File: src/rtl/swhsr_pkg.sv
// Shared types and constants of the single-wire humidity sensor reader.
package swhsr_pkg;

    localparam int FRAME_BITS = 40;

    // Register indexes on the configuration port.
    localparam logic [1:0] REG_START_LOW     = 2'd0;
    localparam logic [1:0] REG_RELEASE       = 2'd1;
    localparam logic [1:0] REG_TIMEOUT       = 2'd2;
    localparam logic [1:0] REG_BIT_THRESHOLD = 2'd3;

    // Read status codes.
    localparam logic [1:0] ST_OK       = 2'd0;
    localparam logic [1:0] ST_TIMEOUT  = 2'd1;
    localparam logic [1:0] ST_CHECKSUM = 2'd2;

    typedef enum logic [2:0] {
        PH_IDLE      = 3'd0,
        PH_START_LOW = 3'd1,
        PH_RELEASE   = 3'd2,
        PH_RESP_WAIT = 3'd3,
        PH_RESP_LOW  = 3'd4,
        PH_RESP_HIGH = 3'd5,
        PH_BIT_LOW   = 3'd6,
        PH_BIT_HIGH  = 3'd7
    } swhsr_phase_t;

    typedef enum logic {
        ITEM_TICK  = 1'b0,
        ITEM_START = 1'b1
    } swhsr_kind_t;

    typedef struct packed {
        swhsr_kind_t kind;
        logic        pin;
    } swhsr_item_t;

    typedef struct packed {
        logic [15:0] start_low_ticks;
        logic [7:0]  release_ticks;
        logic [15:0] timeout_ticks;
        logic [7:0]  bit_threshold_ticks;
    } swhsr_cfg_t;

    typedef struct packed {
        logic               drive_low;
        logic               busy;
        logic               done;
        logic [1:0]         status;
        logic [15:0]        humidity;
        logic signed [15:0] temperature;
    } swhsr_result_t;

endpackage

File: src/rtl/swhsr_fifo.sv
// Small first-in first-out queue built from flip-flops.
module swhsr_fifo #(
    parameter int WIDTH = 8,
    parameter int DEPTH = 2
) (
    input  logic             clk,
    input  logic             rst_n,
    input  logic             push,
    input  logic [WIDTH-1:0] din,
    output logic             full,
    input  logic             pop,
    output logic [WIDTH-1:0] dout,
    output logic             empty
);
    localparam int AW = $clog2(DEPTH);
    localparam int CW = $clog2(DEPTH + 1);

    logic [WIDTH-1:0] mem_reg [DEPTH];
    logic [AW-1:0]    wr_ptr_reg, wr_ptr_next;
    logic [AW-1:0]    rd_ptr_reg, rd_ptr_next;
    logic [CW-1:0]    count_reg, count_next;
    logic             do_push, do_pop;

    assign full    = (count_reg == CW'(DEPTH));
    assign empty   = (count_reg == '0);
    assign do_push = push && !full;
    assign do_pop  = pop && !empty;
    assign dout    = mem_reg[rd_ptr_reg];

    always_comb
    begin
        wr_ptr_next = wr_ptr_reg;
        rd_ptr_next = rd_ptr_reg;
        count_next  = count_reg;
        if (do_push)
        begin
            wr_ptr_next = (wr_ptr_reg == AW'(DEPTH - 1)) ? '0 : wr_ptr_reg + AW'(1);
        end
        if (do_pop)
        begin
            rd_ptr_next = (rd_ptr_reg == AW'(DEPTH - 1)) ? '0 : rd_ptr_reg + AW'(1);
        end
        if (do_push && !do_pop)
        begin
            count_next = count_reg + CW'(1);
        end
        else if (do_pop && !do_push)
        begin
            count_next = count_reg - CW'(1);
        end
    end

    always_ff @(posedge clk or negedge rst_n)
    begin
        if (!rst_n)
        begin
            wr_ptr_reg <= '0;
            rd_ptr_reg <= '0;
            count_reg  <= '0;
        end
        else
        begin
            wr_ptr_reg <= wr_ptr_next;
            rd_ptr_reg <= rd_ptr_next;
            count_reg  <= count_next;
        end
    end

    always_ff @(posedge clk)
    begin
        if (do_push)
        begin
            mem_reg[wr_ptr_reg] <= din;
        end
    end

endmodule

File: src/rtl/swhsr_front.sv
// Front end: classifies each incoming request and queues it for the protocol engine.
module swhsr_front #(
    parameter int DEPTH = 4
) (
    input  logic                  clk,
    input  logic                  rst_n,
    input  logic                  push,
    input  logic                  cmd,
    input  logic                  pin_level,
    output logic                  full,
    input  logic                  item_pop,
    output swhsr_pkg::swhsr_item_t item,
    output logic                  item_empty
);
    import swhsr_pkg::*;

    swhsr_item_t in_item;

    always_comb
    begin
        in_item.kind = cmd ? ITEM_START : ITEM_TICK;
        in_item.pin  = pin_level;
    end

    swhsr_fifo #(
        .WIDTH ($bits(swhsr_item_t)),
        .DEPTH (DEPTH)
    ) u_item_q (
        .clk   (clk),
        .rst_n (rst_n),
        .push  (push),
        .din   (in_item),
        .full  (full),
        .pop   (item_pop),
        .dout  (item),
        .empty (item_empty)
    );

endmodule

File: src/rtl/swhsr_engine.sv
// Back end: line protocol state machine, pulse timing, frame decode and held readings.
module swhsr_engine (
    input  logic                    clk,
    input  logic                    rst_n,
    input  swhsr_pkg::swhsr_cfg_t   cfg,
    input  swhsr_pkg::swhsr_item_t  item,
    input  logic                    item_valid,
    input  logic                    res_full,
    output logic                    item_pop,
    output logic                    res_push,
    output swhsr_pkg::swhsr_result_t res
);
    import swhsr_pkg::*;

    swhsr_phase_t phase_reg, phase_next;
    logic [15:0]  level_cnt_reg, level_cnt_next;
    logic [5:0]   bit_idx_reg, bit_idx_next;
    logic [39:0]  frame_reg, frame_next;
    logic [15:0]  hum_reg, hum_next;
    logic [15:0]  temp_reg, temp_next;

    logic        fire;
    logic        fail;
    logic        drive;
    logic        done;
    logic [1:0]  status_val;
    logic        sample_to;
    logic        fresh_to;
    logic [15:0] cnt_inc;
    logic        bit_val;
    logic [39:0] frame_shifted;
    logic [5:0]  bit_idx_inc;
    logic [7:0]  sum8;
    logic [15:0] raw_t;

    assign fire      = item_valid && !res_full;
    assign item_pop  = fire;
    assign res_push  = fire;
    assign sample_to = (level_cnt_reg >= cfg.timeout_ticks);
    assign fresh_to  = (cfg.timeout_ticks == 16'd0);
    assign cnt_inc   = level_cnt_reg + 16'd1;
    assign bit_val   = (level_cnt_reg > {8'd0, cfg.bit_threshold_ticks});
    assign frame_shifted = {frame_reg[38:0], bit_val};
    assign bit_idx_inc   = bit_idx_reg + 6'd1;
    assign sum8  = frame_shifted[39:32] + frame_shifted[31:24]
                 + frame_shifted[23:16] + frame_shifted[15:8];
    assign raw_t = frame_shifted[23:8];

    always_comb
    begin
        phase_next     = phase_reg;
        level_cnt_next = level_cnt_reg;
        bit_idx_next   = bit_idx_reg;
        frame_next     = frame_reg;
        hum_next       = hum_reg;
        temp_next      = temp_reg;
        drive          = 1'b0;
        done           = 1'b0;
        status_val     = ST_OK;
        fail           = 1'b0;

        if (fire)
        begin
            if (phase_reg == PH_IDLE && item.kind == ITEM_START)
            begin
                phase_next     = PH_START_LOW;
                level_cnt_next = '0;
                bit_idx_next   = '0;
                frame_next     = '0;
                drive          = 1'b1;
            end
            else
            begin
                unique case (phase_reg)
                    PH_IDLE:
                    begin
                    end
                    PH_START_LOW:
                    begin
                        drive = 1'b1;
                        if (cnt_inc >= cfg.start_low_ticks)
                        begin
                            phase_next     = PH_RELEASE;
                            level_cnt_next = '0;
                        end
                        else
                        begin
                            level_cnt_next = cnt_inc;
                        end
                    end
                    PH_RELEASE:
                    begin
                        if (cnt_inc >= {8'd0, cfg.release_ticks})
                        begin
                            phase_next     = PH_RESP_WAIT;
                            level_cnt_next = '0;
                        end
                        else
                        begin
                            level_cnt_next = cnt_inc;
                        end
                    end
                    PH_RESP_WAIT, PH_RESP_LOW, PH_RESP_HIGH, PH_BIT_LOW:
                    begin
                        // Odd phases of the response wait for a low level, the others for a high one.
                        if (item.pin == (phase_reg == PH_RESP_WAIT
                                         || phase_reg == PH_RESP_HIGH))
                        begin
                            fail           = sample_to;
                            level_cnt_next = cnt_inc;
                        end
                        else
                        begin
                            phase_next     = swhsr_phase_t'(phase_reg + 3'd1);
                            fail           = fresh_to;
                            level_cnt_next = 16'd1;
                        end
                    end
                    PH_BIT_HIGH:
                    begin
                        if (item.pin)
                        begin
                            fail           = sample_to;
                            level_cnt_next = cnt_inc;
                        end
                        else
                        begin
                            frame_next   = frame_shifted;
                            bit_idx_next = bit_idx_inc;
                            if (bit_idx_inc >= 6'(FRAME_BITS))
                            begin
                                done           = 1'b1;
                                phase_next     = PH_IDLE;
                                level_cnt_next = '0;
                                if (sum8 != frame_shifted[7:0])
                                begin
                                    status_val = ST_CHECKSUM;
                                end
                                else
                                begin
                                    hum_next = frame_shifted[39:24];
                                    // Sign-magnitude to two's complement; negative zero reads as zero.
                                    temp_next = raw_t[15] ? (16'd0 - {1'b0, raw_t[14:0]})
                                                          : raw_t;
                                end
                            end
                            else
                            begin
                                phase_next     = PH_BIT_LOW;
                                fail           = fresh_to;
                                level_cnt_next = 16'd1;
                            end
                        end
                    end
                    default:
                    begin
                    end
                endcase
            end

            if (fail)
            begin
                status_val     = ST_TIMEOUT;
                done           = 1'b1;
                phase_next     = PH_IDLE;
                level_cnt_next = '0;
            end
        end

        res.drive_low   = drive;
        res.busy        = (phase_next != PH_IDLE);
        res.done        = done;
        res.status      = status_val;
        res.humidity    = hum_next;
        res.temperature = temp_next;
    end

    always_ff @(posedge clk or negedge rst_n)
    begin
        if (!rst_n)
        begin
            phase_reg     <= PH_IDLE;
            level_cnt_reg <= '0;
            bit_idx_reg   <= '0;
            frame_reg     <= '0;
            hum_reg       <= '0;
            temp_reg      <= '0;
        end
        else
        begin
            phase_reg     <= phase_next;
            level_cnt_reg <= level_cnt_next;
            bit_idx_reg   <= bit_idx_next;
            frame_reg     <= frame_next;
            hum_reg       <= hum_next;
            temp_reg      <= temp_next;
        end
    end

endmodule

File: src/rtl/single_wire_humidity_sensor_reader_unit.sv
// Single-wire humidity sensor reader: top level with configuration registers and result queue.
// Throughput: one request per clock; the engine retires one request per cycle unless res_full.
// A request waits in the input queue; its result is registered in the result queue.
// The input queue (ITEM_DEPTH) and result queue (RES_DEPTH) let either side stall alone.
// Reset clears the queues, the protocol state and the held readings, and loads register defaults.
module single_wire_humidity_sensor_reader_unit #(
    parameter int ITEM_DEPTH = 4,
    parameter int RES_DEPTH  = 2
) (
    input  logic               clk,
    input  logic               rst_n,
    input  logic               psel,
    input  logic               penable,
    input  logic               pwrite,
    input  logic [3:0]         paddr,
    input  logic [31:0]        pwdata,
    output logic [31:0]        prdata,
    output logic               pready,
    input  logic               push,
    input  logic               cmd,
    input  logic               pin_level,
    output logic               full,
    input  logic               pop,
    output logic               empty,
    output logic               drive_low,
    output logic               busy_res,
    output logic               done_res,
    output logic [1:0]         status,
    output logic [15:0]        humidity,
    output logic signed [15:0] temperature
);
    import swhsr_pkg::*;

    swhsr_cfg_t    cfg_reg;
    swhsr_item_t   item;
    swhsr_result_t res_in;
    swhsr_result_t res_out;
    logic          item_empty;
    logic          item_pop;
    logic          res_push;
    logic          res_full;
    logic          cfg_wr;

    assign pready = 1'b1;
    assign cfg_wr = psel && penable && pwrite && pready;

    always_ff @(posedge clk or negedge rst_n)
    begin
        if (!rst_n)
        begin
            cfg_reg.start_low_ticks     <= 16'd2000;
            cfg_reg.release_ticks       <= 8'd30;
            cfg_reg.timeout_ticks       <= 16'd100;
            cfg_reg.bit_threshold_ticks <= 8'd50;
        end
        else if (cfg_wr)
        begin
            unique case (paddr[3:2])
                REG_START_LOW:     cfg_reg.start_low_ticks     <= pwdata[15:0];
                REG_RELEASE:       cfg_reg.release_ticks       <= pwdata[7:0];
                REG_TIMEOUT:       cfg_reg.timeout_ticks       <= pwdata[15:0];
                REG_BIT_THRESHOLD: cfg_reg.bit_threshold_ticks <= pwdata[7:0];
                default:           cfg_reg <= cfg_reg;
            endcase
        end
    end

    always_comb
    begin
        unique case (paddr[3:2])
            REG_START_LOW:     prdata = {16'd0, cfg_reg.start_low_ticks};
            REG_RELEASE:       prdata = {24'd0, cfg_reg.release_ticks};
            REG_TIMEOUT:       prdata = {16'd0, cfg_reg.timeout_ticks};
            REG_BIT_THRESHOLD: prdata = {24'd0, cfg_reg.bit_threshold_ticks};
            default:           prdata = '0;
        endcase
    end

    swhsr_front #(
        .DEPTH (ITEM_DEPTH)
    ) u_front (
        .clk        (clk),
        .rst_n      (rst_n),
        .push       (push),
        .cmd        (cmd),
        .pin_level  (pin_level),
        .full       (full),
        .item_pop   (item_pop),
        .item       (item),
        .item_empty (item_empty)
    );

    swhsr_engine u_engine (
        .clk        (clk),
        .rst_n      (rst_n),
        .cfg        (cfg_reg),
        .item       (item),
        .item_valid (!item_empty),
        .res_full   (res_full),
        .item_pop   (item_pop),
        .res_push   (res_push),
        .res        (res_in)
    );

    swhsr_fifo #(
        .WIDTH ($bits(swhsr_result_t)),
        .DEPTH (RES_DEPTH)
    ) u_res_q (
        .clk   (clk),
        .rst_n (rst_n),
        .push  (res_push),
        .din   (res_in),
        .full  (res_full),
        .pop   (pop),
        .dout  (res_out),
        .empty (empty)
    );

    assign drive_low   = res_out.drive_low;
    assign busy_res    = res_out.busy;
    assign done_res    = res_out.done;
    assign status      = res_out.status;
    assign humidity    = res_out.humidity;
    assign temperature = res_out.temperature;

    // A finished read always leaves the block idle.
    a_done_idle: assert property (@(posedge clk) disable iff (!rst_n)
        (!empty && done_res) |-> !busy_res)
        else $error("done result reports busy");

    // A nonzero status only comes with the end of a read.
    a_status_done: assert property (@(posedge clk) disable iff (!rst_n)
        (!empty && status != ST_OK) |-> done_res)
        else $error("status set without done");

    // The line is only pulled low while a read is under way.
    a_drive_busy: assert property (@(posedge clk) disable iff (!rst_n)
        (!empty && drive_low) |-> busy_res)
        else $error("line driven while idle");

    // The engine never retires a request when the result queue has no room.
    a_no_overflow: assert property (@(posedge clk) disable iff (!rst_n)
        item_pop |-> (res_push && !res_full))
        else $error("request retired without result space");

endmodule
File: config.mk
export PLATFORM = sky130hd
export DESIGN_NAME = single_wire_humidity_sensor_reader_unit
export DESIGN_NICKNAME = d
export VERILOG_FILES = /design/src/rtl/swhsr_pkg.sv /design/src/rtl/swhsr_fifo.sv /design/src/rtl/swhsr_front.sv /design/src/rtl/swhsr_engine.sv /design/src/rtl/single_wire_humidity_sensor_reader_unit.sv
export SDC_FILE = /design/constraint.sdc
export NUM_CORES = 1
export LEC_CHECK = 0
export BUFFER_PORTS_ARGS = -buffer_cell sky130_fd_sc_hd__buf_2
export CAP_MARGIN = 20
export CORE_ASPECT_RATIO = 1.1
export CORE_MARGIN = 8
export CORE_UTILIZATION = 55
export DETAILED_ROUTE_END_ITERATION = 10
export HOLD_SLACK_MARGIN = 0.08
export PLACE_DENSITY = 0.72
export SYNTH_ARGS = -nofsm -noshare
export SYNTH_HDL_FRONTEND = slang
export SYNTH_SLANG_ARGS = --single-unit
File: constraint.sdc
create_clock -name clk -period 11.6 [get_ports clk]
set_input_delay 2.32 -clock clk [delete_from_list [all_inputs] [get_ports clk]]
set_output_delay 2.32 -clock clk [all_outputs]
set_load 0.1 [all_outputs]
==> results of run 1 <==
worst max-delay path, delay by kind of cell:
kind	cells	cell delay, ps
buffers and inverters	2	710
muxes	1	580
area by class of cell:
type | instances | area [sq um]
fillers | 1803 | 8556
clock buffers | 38 | 788.3
inverters | 73 | 274.0
multi-input cells | 716 | 5672
repair buffers | 92 | 506.7
well taps | 300 | 375.4
clock inverters | 9 | 108.9
flip-flops and latches | 237 | 6361
cells in the final DEF, fill, tap and decap left out, types with 9 or more instances in the layout:
master     instances
a211oi_1          10
a21o_1            12
a21oi_1           18
a22o_1            34
buf_2             80
buf_4             10
clkbuf_16         28
conb_1            17
dfrtp_1          139
dfstp_2           16
edfxtp_1          82
fa_1              15
ha_1              70
inv_1             72
mux2_1            10
mux2_2            79
mux2i_1           11
mux4_2             9
nand2_1           84
nand2b_1          11
nand3_1           25
nor2_1            38
nor2b_1           15
nor3_1            16
nor4_1            11
o21ai_0           64
o21ai_1           14
or3_1              9
xnor2_1           39
xor2_1            15
worst max-delay path by stage:
stage	cells past startpoint	endpoint	startpoint	slack (ps)
finish	3	prdata[0]	paddr[2]	5670
global route	3	prdata[3]	paddr[2]	5580
CTS	3	prdata[0]	paddr[2]	5650
detailed placement	3	prdata[0]	paddr[2]	5650
global placement	3	prdata[0]	paddr[2]	5630
floorplan	4	prdata[10]	paddr[3]	4810
synth_stat cells (8+ instances only):
| library cell | instances | area, sq um |
|---|---|---|
| nor2_1 | 39 | 146.4 |
| mux2_1 | 10 | 112.6 |
| a21oi_1 | 18 | 90.09 |
| mux4_2 | 9 | 202.7 |
| a31oi_1 | 8 | 50.05 |
| o21ai_0 | 64 | 320.3 |
| o31ai_1 | 8 | 60.06 |
| inv_1 | 72 | 270.3 |
| fa_1 | 15 | 300.3 |
| o21ai_1 | 16 | 80.08 |
| edfxtp_1 | 82 | 2462 |
| nor4_1 | 11 | 68.82 |
| clkbuf_1 | 38 | 142.6 |
| nor3_1 | 18 | 90.09 |
| a211oi_1 | 10 | 75.07 |
| nand2b_1 | 11 | 68.82 |
| ha_1 | 70 | 875.8 |
| nand3_1 | 25 | 125.1 |
| mux2i_1 | 11 | 110.1 |
| a21o_1 | 12 | 90.09 |
| mux2_2 | 79 | 889.6 |
| xor2_1 | 15 | 131.4 |
| buf_4 | 18 | 135.1 |
| or3_1 | 9 | 56.30 |
| nor2b_1 | 15 | 93.84 |
| dfstp_2 | 16 | 420.4 |
| dfrtp_1 | 139 | 3478 |
| a22o_1 | 34 | 297.8 |
| nand2_1 | 84 | 315.3 |
| xnor2_1 | 39 | 341.6 |
logic make-up (layout without fill, tap and decap cells):
kind of cell	Yosys count	in the layout	synth area share, %
multiplexers	109	109	10.49
AND/OR/NAND/NOR	246	246	9.735
AO/OA/AOI/OAI	205	205	11.02
adder cells (fa/ha/maj)	85	85	9.386
buffers and inverters	139	212	4.763
other	2	17	0.05993
XOR/XNOR	54	54	3.774
flip-flops	237	237	50.76
power breakdown:
group | switching (mW) | internal, mW
clock network | 0.332 | 0.516
logic | 1.27 | 0.403
registers | 0.110 | 1.11
total | 1.71 | 2.03
stage by stage:
step | std cells | setup WS [ps] | area (sq um)
2_1_floorplan | 1092 | 4812 | 12590
5_1_grt | 1465 | 5580 | 14090
4_1_cts | 1465 | 5649 | 14090
6_report | 1465 | 5675 | 14090
3_3_place_gp | 1417 | 5627 | 13170
3_5_place_dp | 1418 | 5653 | 13190
routing by layer:
| layer | vias up | wire, microns | global-route usage (%) |
|---|---|---|---|
| met4 | 0 | 594 | 5.105 |
| met5 | - | 0 | 0 |
| li1 | 3979 | - | - |
| met1 | 4021 | 10430 | 21.72 |
| met2 | 115 | 13450 | 33.91 |
| met3 | 35 | 961 | 2.981 |
==> results.json, run 1 <==
{
  "min_period_over_period_pct": 51.08,
  "cts.path.max_buffers": 3,
  "pin_count": 117,
  "drive_gt1_share_pct": 21.72,
  "hold_path_class": "register to register",
  "drcViolationCount": 0,
  "synthArstFlopShare_pct": 65.40,
  "hold_depth": 1,
  "synth_edf_count": 82,
  "hold_viol_final": 0,
  "synth-seq-cells": 237,
  "final_util_pct": 62.21,
  "skew_ps": 14.14,
  "via_per_inst": 5.563,
  "crit_path_cell_trace": "buf_2 > mux4_2 > buf_2",
  "synth.distinct_cells": 62,
  "design_power_total_mw": 3.747,
  "tns_ps": 0,
  "r2r_cells": 14,
  "vdd_drop_max_uv": 189.0,
  "postCtsHoldBufs": 0,
  "powerDensity_nw_per_um2": 266.0,
  "clock_latency_ps": 520,
  "via_count": 8150,
  "synth_ff_type": "dfrtp_1",
  "cts_root_buf": "clkbuf_16",
  "netlist_instances": 1077,
  "largest_reg_flops": 74,
  "wire_per_inst_microns": 17.37,
  "rows": 58,
  "die_area_sq_um": 27870,
  "num-nets-final": 1276,
  "whs_endpoint": "u_engine.temp_reg[3]",
  "slew_headroom_pct": 29.73,
  "grt_overflow_total": 0,
  "holdWs_ps": 510.5,
  "worstSetupPathType": "input port to primary output",
  "h-tree-depth": 1,
  "core_area_sq_um": 22640,
  "cp-end-kind": "primary output",
  "cts_setup_buffers": 0,
  "slew_viol_final": 0,
  "antenna_found_initial": 0,
  "rsz0062_at_grt": "false",
  "drt.antenna.violating_nets": 0,
  "start_util_pct": 55.34,
  "cts_tree": "yes",
  "fp.dieH_microns": 174.3,
  "fin_crit_ps": 5925,
  "diodes": 0,
  "clock_sinks": 237,
  "syn_avg_cell_area_sq_um": 11.63,
  "port_buffers": 81,
  "drt_iter0_markers": 359,
  "slowest_stage": "mux4_2",
  "ys_warn_count": 0,
  "max_cap_viol_count": 0,
  "wirelength_microns": 25440,
  "regToRegEndpoint": "u_res_q.mem_reg[0][0]",
  "grt_use_total_pct": 18.38,
  "cp_common_cell": "buf_2",
  "cts_resized": 0,
  "gp_congestion": 0.8427,
  "grt_max_degree": 90,
  "worstPathRequired_ps": 9280,
  "worstPathArrival_ps": 3610,
  "fmax_mhz": 168.8,
  "grt_pass1_vias": 8341,
  "clk_pin_slew_worst_paths_ps": 60,
  "cts_made_buffers": 26,
  "synthesis.area_sq_um": 12530,
  "syn_to_final_growth_pct": 12.41,
  "dpl.hpwl_microns": 17950,
  "synth_seq_area_share_pct": 50.76,
  "p_leak_nw": 6.400,
  "crit_path_start_kind": "input port",
  "r2r_slack_ps": 6800,
  "die-width_microns": 159.9,
  "status": "complete, no violations",
  "r2r_start": "u_engine.frame_reg[16]",
  "setup_viol_count_final": 0,
  "firstDrtPassIters": 4,
  "hp-start": "u_engine.temp_reg[3]",
  "tightest_slew_ps": 1050,
  "critical_path.max_stage_delay_ps": 580,
  "worstPathMaxFanout": 19,
  "grt_pass1_wl_microns": 42480
}
(Power assumes the default switching activity.)
==> run 2: changes to the inputs <==
clock period = 5.7 ns   (was 11.6 ns; I/O delays follow)
==> results.json, run 2 (synthesis gave the netlist of run 1 again) <==
{
  "status": "complete, no violations",
  "skew_ps": 16.26,
  "whs_endpoint": "u_res_q.rd_ptr_reg",
  "drive_gt1_share_pct": 21.83,
  "cts_tree": "yes",
  "final_common_cell": "dfrtp_1",
  "h-tree-depth": 1,
  "fin_area_sq_um": 14010,
  "firstDrtPassIters": 4,
  "cp-end-kind": "register",
  "syn_to_final_growth_pct": 11.77,
  "grt_pass1_vias": 8510,
  "via_count": 8340,
  "tightest_slew_ps": 904.5,
  "slew_headroom_pct": 39.70,
  "cp_common_cell": "nand3_1",
  "drcViolationCount": 0,
  "fp.dieH_microns": 174.3,
  "design_power_total_mw": 7.445,
  "slowest_stage": "a311o_1",
  "drt.antenna.violating_nets": 0,
  "postCtsHoldBufs": 0,
  "tns_ps": 0,
  "clock_sinks": 237,
  "wirelength_microns": 25860,
  "clock_latency_ps": 530,
  "start_util_pct": 55.34,
  "worstPathArrival_ps": 4840,
  "core_area_sq_um": 22640,
  "regToRegEndpoint": "u_engine.level_cnt_reg[15]",
  "pre_cts_ws_ps": 1341,
  "largest_reg_flops": 74,
  "fill_cells": 1816,
  "via_per_inst": 5.681,
  "critical_path.max_stage_delay_ps": 730,
  "max_cap_viol_count": 0,
  "r2r_slack_ps": 1300,
  "grt_max_degree": 79,
  "antenna_found_initial": 0,
  "wire_per_inst_microns": 17.61,
  "diodes": 0,
  "num-nets-final": 1279,
  "grt_pass1_wl_microns": 42900,
  "cts_setup_buffers": 0,
  "worstPathMaxFanout": 21,
  "hold_depth": 1,
  "cts_resized": 0,
  "vdd_drop_max_uv": 408.9,
  "crit_path_start_kind": "register",
  "grt_use_total_pct": 18.46,
  "p_leak_nw": 6.367,
  "hp-start": "u_res_q.rd_ptr_reg",
  "min_period_over_period_pct": 77.19,
  "drt_iter0_markers": 391,
  "fin_ws_ps": 1300,
  "cts.path.max_buffers": 3,
  "port_buffers": 81,
  "clk_pin_slew_worst_paths_ps": 60,
  "worstSetupPathType": "register to register",
  "die_area_sq_um": 27870,
  "gp_congestion": 0.8726,
  "powerDensity_nw_per_um2": 531.6,
  "hold_viol_final": 0,
  "rows": 58,
  "setup_viol_count_final": 0,
  "cts_root_buf": "clkbuf_16",
  "hold_path_class": "register to register",
  "slew_viol_final": 0,
  "fmax_mhz": 227.3,
  "r2r_cells": 14,
  "dpl.hpwl_microns": 18150,
  "r2r_start": "u_engine.level_cnt_reg[2]",
  "pin_count": 117,
  "postPlaceCellArea_sq_um": 13200,
  "final_cell_mix": "139 x dfrtp_1, 84 x nand2_1, 82 x edfxtp_1",
  "crit_path_cell_trace": "nand3_1 > or4_1 > or2_1 > nor2_1 > xor2_1 > ha_1 > and4_1 > a21oi_1 > nand2_1 > a211oi_1 > buf_4 > a311o_1 > nand3_1 > o21ai_1",
  "grt_overflow_total": 0,
  "cts_made_buffers": 25,
  "die-width_microns": 159.9,
  "rsz0062_at_grt": "false",
  "worstPathRequired_ps": 6140,
  "fin_crit_ps": 4400
}
[run 2: cell types whose count changed in the layout (fill, tap and decap cells not counted)]
cell	change
inv_6	+1
clkinv_4	+2
clkinv_1	+1
clkinv_8	+1
buf_4	+4
inv_8	-1
clkbuf_8	-4
bufinv_16	-1
clkbuf_16	-3
clkinv_2	+3
[run 2: per-layer routing]
metal / share of wire (%) / global-route usage (%) / wire length, microns
met1: 41 / 22.03 / 10510
met2: 53 / 33.80 / 13740
met3: 4.1 / 2.910 / 1052
met4: 2.2 / 5.261 / 557
met5: 0 / 0 / 0
[run 2: worst max path at each step]
stage | startpoint | to | depth (start not counted)
final | u_engine.level_cnt_reg[2] | u_engine.level_cnt_reg[15] | 14
after global routing | u_engine.level_cnt_reg[2] | u_engine.level_cnt_reg[14] | 14
after CTS | u_engine.level_cnt_reg[2] | u_engine.level_cnt_reg[14] | 14
after detailed placement | u_engine.level_cnt_reg[2] | u_engine.level_cnt_reg[14] | 14
after global placement | u_engine.level_cnt_reg[2] | u_engine.level_cnt_reg[14] | 14
after floorplan | paddr[3] | prdata[10] | 4
[run 2: area by class of cell]
| class | count | area (sq um) | area share [%] |
|---|---|---|---|
| Clock buffer | 31 | 658.1 | 4.699 |
| Clock inverter | 15 | 128.9 | 0.9201 |
| Inverter | 73 | 274.0 | 1.956 |
| Multi-Input combinational cell | 716 | 5672 | 40.50 |
| Sequential cell | 237 | 6361 | 45.42 |
| Tap cell | 300 | 375.4 | 2.680 |
| Timing Repair Buffer | 96 | 536.8 | 3.832 |
[run 2: power by group]
group | leakage, nW | switching (mW) | internal [mW]
clock | 0.382 | 0.679 | 0.876
sequential | 2.81 | 0.221 | 2.27
combinational | 3.17 | 2.58 | 0.821
[run 2: worst max-delay path: cells and delay by family, from the launching register on]
kind,cells,cell delay [ps]
buffers and inverters,1,180
adders and majority gates,1,270
and+or+nand+nor,7,1900
DFF,1,540
xor gates and xnor gates,1,220
AOI/OAI and AO/OA,4,1210
[run 2: stage by stage]
step / hold slack [ps] / utilization, % / std cells
floorplan: 455.2 / - / 1092
global placement: 462.3 / 58.29 / 1421
detailed placement: 477.3 / 58.29 / 1421
CTS: 490.2 / 61.77 / 1467
global route: 506.1 / 61.86 / 1468
finish: 484.8 / 61.86 / 1468
